==> config.mk <==
export PLATFORM = sky130hd
export DESIGN_NAME = scatter_fragment_coalescer_unit
export DESIGN_NICKNAME = d
export VERILOG_FILES = /design/src/rtl/core/sfc_pkg.sv /design/src/rtl/core/sfc_step.sv /design/src/rtl/core/scatter_fragment_coalescer_unit.sv
export SDC_FILE = /design/constraint.sdc
export NUM_CORES = 2
export LEC_CHECK = 0
export BUFFER_PORTS_ARGS = -buffer_cell sky130_fd_sc_hd__buf_4
export CORE_ASPECT_RATIO = 0.6
export CORE_UTILIZATION = 40
export DETAILED_ROUTE_END_ITERATION = 10
export PLACE_DENSITY = 0.67
export SLEW_MARGIN = 5
export SYNTH_ARGS = -nofsm -noshare
export SYNTH_HDL_FRONTEND = slang
export SYNTH_SLANG_ARGS = --single-unit
export TNS_END_PERCENT = 100
==> constraint.sdc <==
create_clock -name clock -period 16.9 [get_ports clock]
set_input_delay 3.38 -clock clock [delete_from_list [all_inputs] [get_ports clock]]
set_output_delay 3.38 -clock clock [all_outputs]
set_load 0.005 [all_outputs]
==> src/rtl/core/sfc_pkg.sv <==
// Shared types for the scatter fragment coalescer: command codes, the input
// beat, the transfer state and the per-beat decision flags. No dependencies.
`default_nettype none

package sfc_pkg;

   typedef enum logic {
      CMD_START    = 1'b0,
      CMD_FRAGMENT = 1'b1
   } sfc_cmd_type;

   typedef struct packed {
      sfc_cmd_type command;
      logic [47:0] total_bytes;
      logic [47:0] src_offset;
      logic [31:0] frag_len;
      logic        record;
   } sfc_item_type;

   typedef struct packed {
      logic [47:0] expected_total;
      logic [47:0] consumed_total;
      logic        last_valid;
      logic [47:0] last_area_offset;
      logic [47:0] last_dest_offset;
      logic [47:0] last_len;
   } sfc_state_type;

   typedef struct packed {
      logic ok;
      logic merged;
   } sfc_flags_type;

endpackage

`default_nettype wire

==> src/rtl/core/sfc_step.sv <==
// Next-state logic for one beat of the scatter fragment coalescer.
// Depends on sfc_pkg.
`default_nettype none

module sfc_step (
   input  sfc_pkg::sfc_state_type state,
   input  sfc_pkg::sfc_item_type  item,
   output sfc_pkg::sfc_state_type state_next,
   output sfc_pkg::sfc_flags_type flags
);
   import sfc_pkg::*;

   logic [48:0] consumed_sum;
   logic [48:0] area_end;
   logic [48:0] dest_end;
   logic        overrun;
   logic        contiguous;

   // Full-precision sums: one bit of headroom so nothing wraps.
   assign consumed_sum = {1'b0, state.consumed_total} + {17'b0, item.frag_len};
   assign overrun      = consumed_sum > {1'b0, state.expected_total};
   assign area_end     = {1'b0, state.last_area_offset} + {1'b0, state.last_len};
   assign dest_end     = {1'b0, state.last_dest_offset} + {1'b0, state.last_len};
   assign contiguous   = state.last_valid
                         && (area_end == {1'b0, item.src_offset})
                         && (dest_end == {1'b0, state.consumed_total});

   always_comb begin
      state_next   = state;
      flags.ok     = 1'b1;
      flags.merged = 1'b0;
      unique case (item.command)
         CMD_START: begin
            state_next                = '0;
            state_next.expected_total = item.total_bytes;
         end
         CMD_FRAGMENT: begin
            priority if (item.frag_len == 32'd0) begin
               // empty fragment: accept, change nothing
            end else if (overrun) begin
               flags.ok = 1'b0;
            end else begin
               if (item.record) begin
                  if (contiguous) begin
                     state_next.last_len = state.last_len + {16'b0, item.frag_len};
                     flags.merged        = 1'b1;
                  end else begin
                     state_next.last_valid       = 1'b1;
                     state_next.last_area_offset = item.src_offset;
                     state_next.last_dest_offset = state.consumed_total;
                     state_next.last_len         = {16'b0, item.frag_len};
                  end
               end
               state_next.consumed_total = consumed_sum[47:0];
            end
         end
         default: begin
            state_next = state;
         end
      endcase
   end

endmodule

`default_nettype wire

==> src/rtl/core/scatter_fragment_coalescer_unit.sv <==
// Top level of the scatter fragment coalescer: input register, step logic
// and result register. Depends on sfc_pkg and sfc_step.
`default_nettype none

// Counts the payload bytes of one receive transfer and, with record set,
// coalesces fragments into a single held scatter copy operation. A start
// beat (command 0) loads the expected total, clears the consumed count and
// drops the held operation. A fragment beat with record set either extends
// the held operation, when both its area span and destination span continue
// it, or replaces it with a new one whose destination is the current
// consumed count. Zero-length fragments are accepted without effect; a
// fragment that would overrun the expected total is rejected (ok = 0) and
// changes nothing. Every request beat yields exactly one response beat, in
// order. Throughput is one beat per cycle while rsp_ready keeps the response
// register draining: the beat sits in an input register, and add/compare
// logic (three 49-bit adds and compares) updates the transfer state and
// loads the response register. rsp_valid rises once the beat moves from the
// input register to the response register. The state update of one beat is
// visible to the next beat in the following cycle, so back-to-back beats
// chain with no bubble. req_ready drops only while both the input and
// response registers hold beats and rsp_ready is low.

module scatter_fragment_coalescer_unit (
   input  wire logic        clock,
   input  wire logic        reset,

   input  wire logic        req_valid,
   output logic             req_ready,
   input  wire logic        req_command,
   input  wire logic [47:0] req_expected_bytes,
   input  wire logic [47:0] req_area_offset,
   input  wire logic [31:0] req_frag_len,
   input  wire logic        req_record,

   output logic             rsp_valid,
   input  wire logic        rsp_ready,
   output logic             rsp_ok,
   output logic             rsp_op_valid,
   output logic             rsp_merged,
   output logic [47:0]      rsp_op_area_offset,
   output logic [47:0]      rsp_op_dest_offset,
   output logic [47:0]      rsp_op_len,
   output logic [47:0]      rsp_consumed_bytes
);
   import sfc_pkg::*;

   // input register
   logic          item_valid_ff;
   logic          item_valid_in;
   sfc_item_type  item_ff;
   sfc_item_type  item_in;

   // transfer state
   sfc_state_type state_ff;
   sfc_state_type state_in;
   sfc_state_type state_next;
   sfc_flags_type flags;

   // response register
   logic          rsp_valid_ff;
   logic          rsp_valid_in;
   sfc_flags_type rsp_flags_ff;
   sfc_state_type rsp_state_ff;

   logic          req_take;
   logic          advance;

   // Move the held beat forward when the response slot is free or draining.
   assign advance   = item_valid_ff && (!rsp_valid_ff || rsp_ready);
   assign req_ready = !item_valid_ff || advance;
   assign req_take  = req_valid && req_ready;

   sfc_step u_step (
      .state      (state_ff),
      .item       (item_ff),
      .state_next (state_next),
      .flags      (flags)
   );

   always_comb begin
      item_in.command     = sfc_cmd_type'(req_command);
      item_in.total_bytes = req_expected_bytes;
      item_in.src_offset  = req_area_offset;
      item_in.frag_len    = req_frag_len;
      item_in.record      = req_record;

      // input slot: load on a new beat, empty on advance, else hold
      priority if (req_take) begin
         item_valid_in = 1'b1;
      end else if (advance) begin
         item_valid_in = 1'b0;
      end else begin
         item_valid_in = item_valid_ff;
      end

      // commit the state only when the beat moves to the response register
      state_in = advance ? state_next : state_ff;

      priority if (advance) begin
         rsp_valid_in = 1'b1;
      end else if (rsp_ready) begin
         rsp_valid_in = 1'b0;
      end else begin
         rsp_valid_in = rsp_valid_ff;
      end
   end

   always_ff @(posedge clock) begin
      if (reset) begin
         item_valid_ff <= 1'b0;
         rsp_valid_ff  <= 1'b0;
         state_ff      <= '0;
      end else begin
         item_valid_ff <= item_valid_in;
         rsp_valid_ff  <= rsp_valid_in;
         state_ff      <= state_in;
      end
   end

   // payload registers: no reset needed
   always_ff @(posedge clock) begin
      if (req_take) begin
         item_ff <= item_in;
      end
      if (advance) begin
         rsp_flags_ff <= flags;
         rsp_state_ff <= state_next;
      end
   end

   // Held op fields are zero whenever last_valid is clear, so drive directly.
   assign rsp_valid          = rsp_valid_ff;
   assign rsp_ok             = rsp_flags_ff.ok;
   assign rsp_merged         = rsp_flags_ff.merged;
   assign rsp_op_valid       = rsp_state_ff.last_valid;
   assign rsp_op_area_offset = rsp_state_ff.last_area_offset;
   assign rsp_op_dest_offset = rsp_state_ff.last_dest_offset;
   assign rsp_op_len         = rsp_state_ff.last_len;
   assign rsp_consumed_bytes = rsp_state_ff.consumed_total;

   // consumed count never passes the expected total
   a_no_overrun: assert property (@(posedge clock) disable iff (reset)
      state_ff.consumed_total <= state_ff.expected_total)
      else $error("consumed count exceeds expected total");

   // a rejected fragment leaves the transfer state untouched
   a_reject_holds: assert property (@(posedge clock) disable iff (reset)
      (advance && !flags.ok) |=> $stable(state_ff))
      else $error("rejected fragment changed state");

   // a merge needs a held operation and an accepted fragment
   a_merge_valid: assert property (@(posedge clock) disable iff (reset)
      (rsp_valid && rsp_merged) |-> (rsp_op_valid && rsp_ok))
      else $error("merge reported without a valid accepted operation");

   // without a held operation its fields read as zero
   a_op_zero: assert property (@(posedge clock) disable iff (reset)
      !state_ff.last_valid |-> (state_ff.last_len == 48'd0
         && state_ff.last_area_offset == 48'd0 && state_ff.last_dest_offset == 48'd0))
      else $error("held operation fields nonzero while invalid");

endmodule

`default_nettype wire
### After elaboration in Yosys (flattened, before gate mapping)

Index checks and enable logic that the tools add are counted.

| storage, ports and cells | value |
|---|---|
| register bits | 568 |
| latch bits | 0 |
| memory bits (writable) | 0 |
| memory bits (read-only) | 0 |
| bits of input ports | 134 |
| output and inout bits | 197 |
| word-level logic and storage cells | 55 |
| memories kept | 0 |

| operators by class | value |
|---|---|
| add/sub/neg operators | 4 |
| multipliers | 0 |
| div/mod/pow operators | 0 |
| $lt $le $gt $ge | 1 |
| equality and inequality tests | 2 |
| shift operators | 0 |
| multiplexer cells | 12 |
| bitwise logic cells | 2 |
| reductions and logical operators | 14 |

Operators with widths:

| kind | number |
|---|---|
| 193-bit 2-to-1 mux | 2 |
| 193-bit case mux with 2 select lines | 1 |
| 145-bit 2-to-1 mux | 1 |
| 48-bit by 48-bit adder with 49-bit output | 2 |
| 49-bit by 48-bit == test with 1-bit output | 2 |
| 97-bit 2-to-1 mux | 1 |
| 48-bit by 32-bit adder with 49-bit output | 1 |
| 49-bit by 48-bit greater-than comparator with 1-bit output | 1 |
| 48-bit by 32-bit adder with 48-bit output | 1 |
| 48-bit 2-to-1 mux | 1 |
| 32-bit logical NOT | 1 |
| 1-bit 2-to-1 mux | 6 |
| 1-bit logical AND | 4 |
| 2-bit nonzero test | 2 |
| 4-bit OR reduction | 1 |
| 1-bit logical NOT | 2 |
| 1-bit logical OR | 2 |
| 1-bit inverter | 2 |
| 2-bit AND reduction | 1 |
| 2-bit OR reduction | 1 |

### Logic depth before layout (Yosys ltp)

| logic depth | value |
|---|---|
| depth after elaboration | 9 |
| depth in mapped cells | 28 |
| gate-level depth less buffers | 26 |

### Hierarchy

A second synthesis with hierarchy kept.

| unflattened totals | value |
|---|---|
| cells, all modules | 4292 |
| area, all modules | 39163.8 um2 |

By module, submodules not included:

| module | times used | cells an instance | area each (um2) |
|---|---|---|---|
| scatter_fragment_coalescer_unit | 1 | 1380 | 20568.5 |
| sfc_step | 1 | 2912 | 18595.3 |

### Worst setup path after synthesis

Ideal clock, no wire load.

| timing | value |
|---|---|
| path kind | input -> register |
| start | in rsp_ready |
| end | reg rsp_state_ff, in the netlist rsp_consumed_bytes[0], enable pin |
| library setup time | 0.635 ns |
| data arrival time | 9.430 ns |
| required time | 16.265 ns |
| setup slack | 6.835 ns |
| stages | 5 |
| cells stage by stage | nor2b_1 -> nand2b_1 -> inv_1 -> clkbuf_1 -> clkbuf_1 |

| between the ends | value |
|---|---|
| longest elaborated chain between the ends | 2 |

Ends and longest elaborated chain:

| item | line | source |
|---|---|---|
| start, declared | scatter_fragment_coalescer_unit.sv:36 | `input wire logic rsp_ready,` |
| 1-bit logical OR | scatter_fragment_coalescer_unit.sv:69 | `assign advance = item_valid_ff && (!rsp_valid_ff \|\| rsp_ready);` |
| 1-bit logical AND | scatter_fragment_coalescer_unit.sv:69 |  |
| named net advance | scatter_fragment_coalescer_unit.sv:66 | `logic advance;` |
| end signal, assigned | scatter_fragment_coalescer_unit.sv:127 | `rsp_state_ff <= state_next;` |
| end, declared | scatter_fragment_coalescer_unit.sv:63 | `sfc_state_type rsp_state_ff;` |

The timed path passes the listed nets, and every way through them passes these cells.
A chain may end at the register's enable or synchronous reset.

### Worst setup path in the final report

| timing | value |
|---|---|
| start | reg item_ff[2] in the netlist's numbering |
| end | reg state_ff[107] in the netlist's numbering |

| between the ends | value |
|---|---|
| longest elaborated chain between the ends | 5 |
| elaborated cells on any way between the ends | 6 |

Ends and longest elaborated chain:

| item | line | source |
|---|---|---|
| start, declared | scatter_fragment_coalescer_unit.sv:50 | `sfc_item_type item_ff;` |
| start signal, assigned | scatter_fragment_coalescer_unit.sv:123 | `item_ff <= item_in;` |
| 48-bit by 32-bit adder with 49-bit output | sfc_step.sv:20 | `assign consumed_sum = {1'b0, state.consumed_total} + {17'b0, item.frag_len};` |
| 49-bit by 48-bit greater-than comparator with 1-bit output | sfc_step.sv:21 | `assign overrun = consumed_sum > {1'b0, state.expected_total};` |
| 193-bit 2-to-1 mux | sfc_step.sv:40 | `end else if (overrun) begin` |
| 193-bit 2-to-1 mux (*) | sfc_step.sv:38 | `priority if (item.frag_len == 32'd0) begin` |
| 193-bit case mux with 2 select lines (*) | sfc_step.sv:32 | `unique case (item.command)` |
| end signal, assigned | scatter_fragment_coalescer_unit.sv:116 | `state_ff <= state_in;` |
| end, declared | scatter_fragment_coalescer_unit.sv:54 | `sfc_state_type state_ff;` |

Mark *: on every way between the ends. The rest lies on a longest branch, timed or not.

==> flow_summary.json <==
{
  "path_clk_slew_ns": 0.06,
  "fin_tns_setup_ns": 0,
  "final_common_cell": "nand2_1",
  "drtAntennaViolNets": 0,
  "worstSetupStartpoint": "item_ff[2]",
  "netlist_area_mm2": 0.0352,
  "drt_pass1_iterations": 6,
  "period_share_pct": 53.6,
  "hp-class": "reg2reg",
  "cp.arrival_ns": 9.58,
  "area_growth_pct": 15.0,
  "cts.sinks": 568,
  "die_x_um": 385,
  "finalHoldViolCount": 0,
  "clock_tree.root_cell": "clkbuf_16",
  "cts_made_buffers": 53,
  "worstReg2RegEnd": "state_ff[107]",
  "syn_inst": 3923,
  "fin_util_pct": 46.9,
  "antenna_found_initial": 7,
  "nets": 4484,
  "synth.avg_cell_area_um2": 8.98,
  "routabilityCongestion": 1.04,
  "hpwlAfterDp_um": 113000,
  "critPathKind": "reg2reg",
  "cp-end-kind": "register",
  "maxCapViolCount": 0,
  "cts_tree": "done",
  "overflow": 0,
  "cts_buffer_depth": 3,
  "die_h_um": 232,
  "yosys_register_bits": 568,
  "drcViolationCount": 0,
  "synth-seq-area-share_pct": 41.5,
  "cp.required_ns": 17.42,
  "place_area_mm2": 0.0387,
  "yosysUniqueCellTypes": 85,
  "post_cts_buffers": 0,
  "drive_above_1_share_pct": 12.1,
  "timing.final.setup_violations": 0,
  "rows": 83,
  "final_cell_mix": "nand2_1, a21oi_1, buf_4",
  "relSlewSlack_pct": 4.49,
  "final_area_mm2": 0.0405,
  "critPathMaxFanout": 67,
  "power-per-cell-area_mw_per_mm2": 81.9,
  "worst_ir_drop_vdd_v": 0.0000660,
  "yosysWarnings": 0,
  "num_vias": 32900,
  "async_reset_ff_share_pct": 0,
  "core_area_mm2": 0.0864,
  "worst_slew_pin_slew_ns": 1.42,
  "period_minus_slack_ns": 9.06,
  "r2r_cells": 26,
  "fmax_ghz": 0.110,
  "fin_skew_ns": 0.0568,
  "drt_iter0_drc": 4023,
  "htree_levels": 2,
  "rrSetupSlack_ns": 7.84,
  "synthFlopType": "edfxtp_1",
  "critPathCapture": "state_ff[107]",
  "grt.total_usage_pct": 30.9,
  "via_per_inst": 6.17,
  "first_global_vias": 29600,
  "dieArea_mm2": 0.0893,
  "synth_nets": 4269,
  "fillerInstances": 8355,
  "rsz0062_at_grt": "no",
  "grt_max_degree": 104,
  "start_kind": "register",
  "grt_pass1_wl_um": 204000,
  "p_leak_uw": 0.0154,
  "start_util_pct": 40.8,
  "io_buffers": 330,
  "totalWireLength_um": 142000,
  "maxSlewViolCount": 0,
  "ctsResizeCount": 0,
  "status": "finished, final reports clean",
  "clock_latency_ns": 0.68,
  "cts.hold.buffers_added": 0,
  "timing.rr.start": "item_ff[2]",
  "synth_edf_count": 325,
  "wl_per_cell_um": 26.6,
  "num_io_pins": 331
}
-- worst min-delay path by stage --
stage | to | slack [ns] | depth (start not counted) | from
final | state_ff[198] | 0.45 | 2 | state_ff[198]
after global routing | state_ff[214] | 0.48 | 2 | state_ff[214]
after CTS | state_ff[214] | 0.46 | 2 | state_ff[214]
after detailed placement | state_ff[214] | 0.45 | 2 | state_ff[214]
after global placement | state_ff[197] | 0.44 | 2 | state_ff[197]
after floorplan | state_ff[194] | 0.44 | 2 | state_ff[194]
-- report_power, final --
part / internal [uW] / switching (uW)
Sequential: 1530 / 48.3
Combinational: 168 / 312
Clock: 694 / 568
-- sequential cells by signal, indices dropped and copies added (netlist names) --
name                count
rsp_merged              1
item_ff               130
state_ff              241
rsp_ok                  1
rsp_op_valid            1
rsp_op_area_offset     48
rsp_op_len             48
rsp_op_dest_offset     48
rsp_consumed_bytes     48
item_valid_ff           1
rsp_valid               1
-- cell type report --
| class | instances | area [um2] | area share, % |
|---|---|---|---|
| timing repair buffer | 379 | 2850 | 7.03 |
| sequential | 568 | 14600 | 36.1 |
| clock buffer | 66 | 1420 | 3.49 |
| multi-input combinational | 3040 | 19400 | 47.9 |
| inverter | 96 | 373 | 0.921 |
| tap | 1147 | 1440 | 3.54 |
| clock inverter | 34 | 393 | 0.970 |
| antenna | 1 | 2.50 | 0.00618 |
-- logic make-up after synthesis --
logic type / Yosys count / share of synthesized area, %
flip-flops: 568 / 41.5
AND/OR/NAND/NOR: 1311 / 17.8
multiplexers: 61 / 1.75
adder cells (fa/ha/maj): 212 / 7.62
XOR/XNOR: 221 / 5.58
buffers and inverters: 315 / 3.56
AO/OA/AOI/OAI: 1235 / 22.2
-- metrics by stage --
| step | hold slack (ns) | setup slack [ns] | std cells | total power, uW |
|---|---|---|---|---|
| 3_3_place_gp | 0.444 | 8.28 | 5230 | 2070 |
| 4_1_cts | 0.459 | 8.10 | 5330 | 3330 |
| 6_report | 0.454 | 7.84 | 5331 | 3320 |
| 3_5_place_dp | 0.449 | 8.20 | 5230 | 2070 |
| 5_1_grt | 0.475 | 7.25 | 5330 | 3430 |
| 2_1_floorplan | 0.436 | 6.84 | 3923 | 1870 |
-- layer usage --
metal	GRT usage, %	part of all wire [%]	vias to the layer above	routed length [um]
met5	0	0.017	-	24
met2	40.0	38	1616	53600
li1	-	-	15200	-
met4	4.99	1.5	4	2100
met3	8.43	11	128	16200
met1	49.9	49	15900	70000
-- Yosys cell counts, drive strengths merged, types with 9 or more instances --
library cell    n  share of area, %
inv            96               1.0
o31ai          12              0.26
and2           18              0.32
o21ai         311               4.4
nor2          236               2.5
o21bai         16              0.34
nand4         102               1.8
ha            208               7.4
a2111o          9              0.29
nor2b          19              0.34
nor3           94               1.3
a21boi         12              0.26
buf            49              0.73
a22o          104               2.6
nand2         471               5.0
nor4           46              0.82
xor2           93               2.3
o2111ai        17              0.42
nand4b          9              0.22
nor3b          15              0.32
a311oi          9              0.22
or3            28              0.50
nand3         171               2.4
xnor2         126               3.1
a22oi          26              0.55
a21oi         412               5.9
and3           24              0.43
nand2b         19              0.34
and4           17              0.42
edfxtp        325                28
a31oi          29              0.53
or4            12              0.27
a211oi         29              0.63
a2111oi        17              0.44
mux2i          56               1.6
nor4b           9              0.22
a21o           63               1.3
o21a           36              0.77
o211ai         28              0.60
dfxtp         243                14
clkbuf        170               1.8
o22ai          11              0.20
-- worst max-delay path, cell delays in order, from the launching register on --
cell and delay, ns:
edfxtp_1 0.51, ha_1 0.35, a21o_1 0.16, a21o_1 0.21, a2111oi_0 0.55, o21ai_0 0.29
a41oi_1 0.51, o21ai_0 0.30, a21oi_1 0.57, or3_1 0.22, nand2_1 0.19, nand4_1 0.17
xnor2_1 0.15, ha_1 0.27, or4_1 0.50, o311ai_0 0.11, o311ai_0 0.35, a211oi_1 0.34
o21ai_0 0.26, nor2_4 0.14, buf_4 0.48, nand2_4 0.50, a21oi_1 0.68, buf_4 0.25
o41ai_4 0.07, buf_4 0.33, a22o_1 0.34
(Power assumes the default switching activity.)
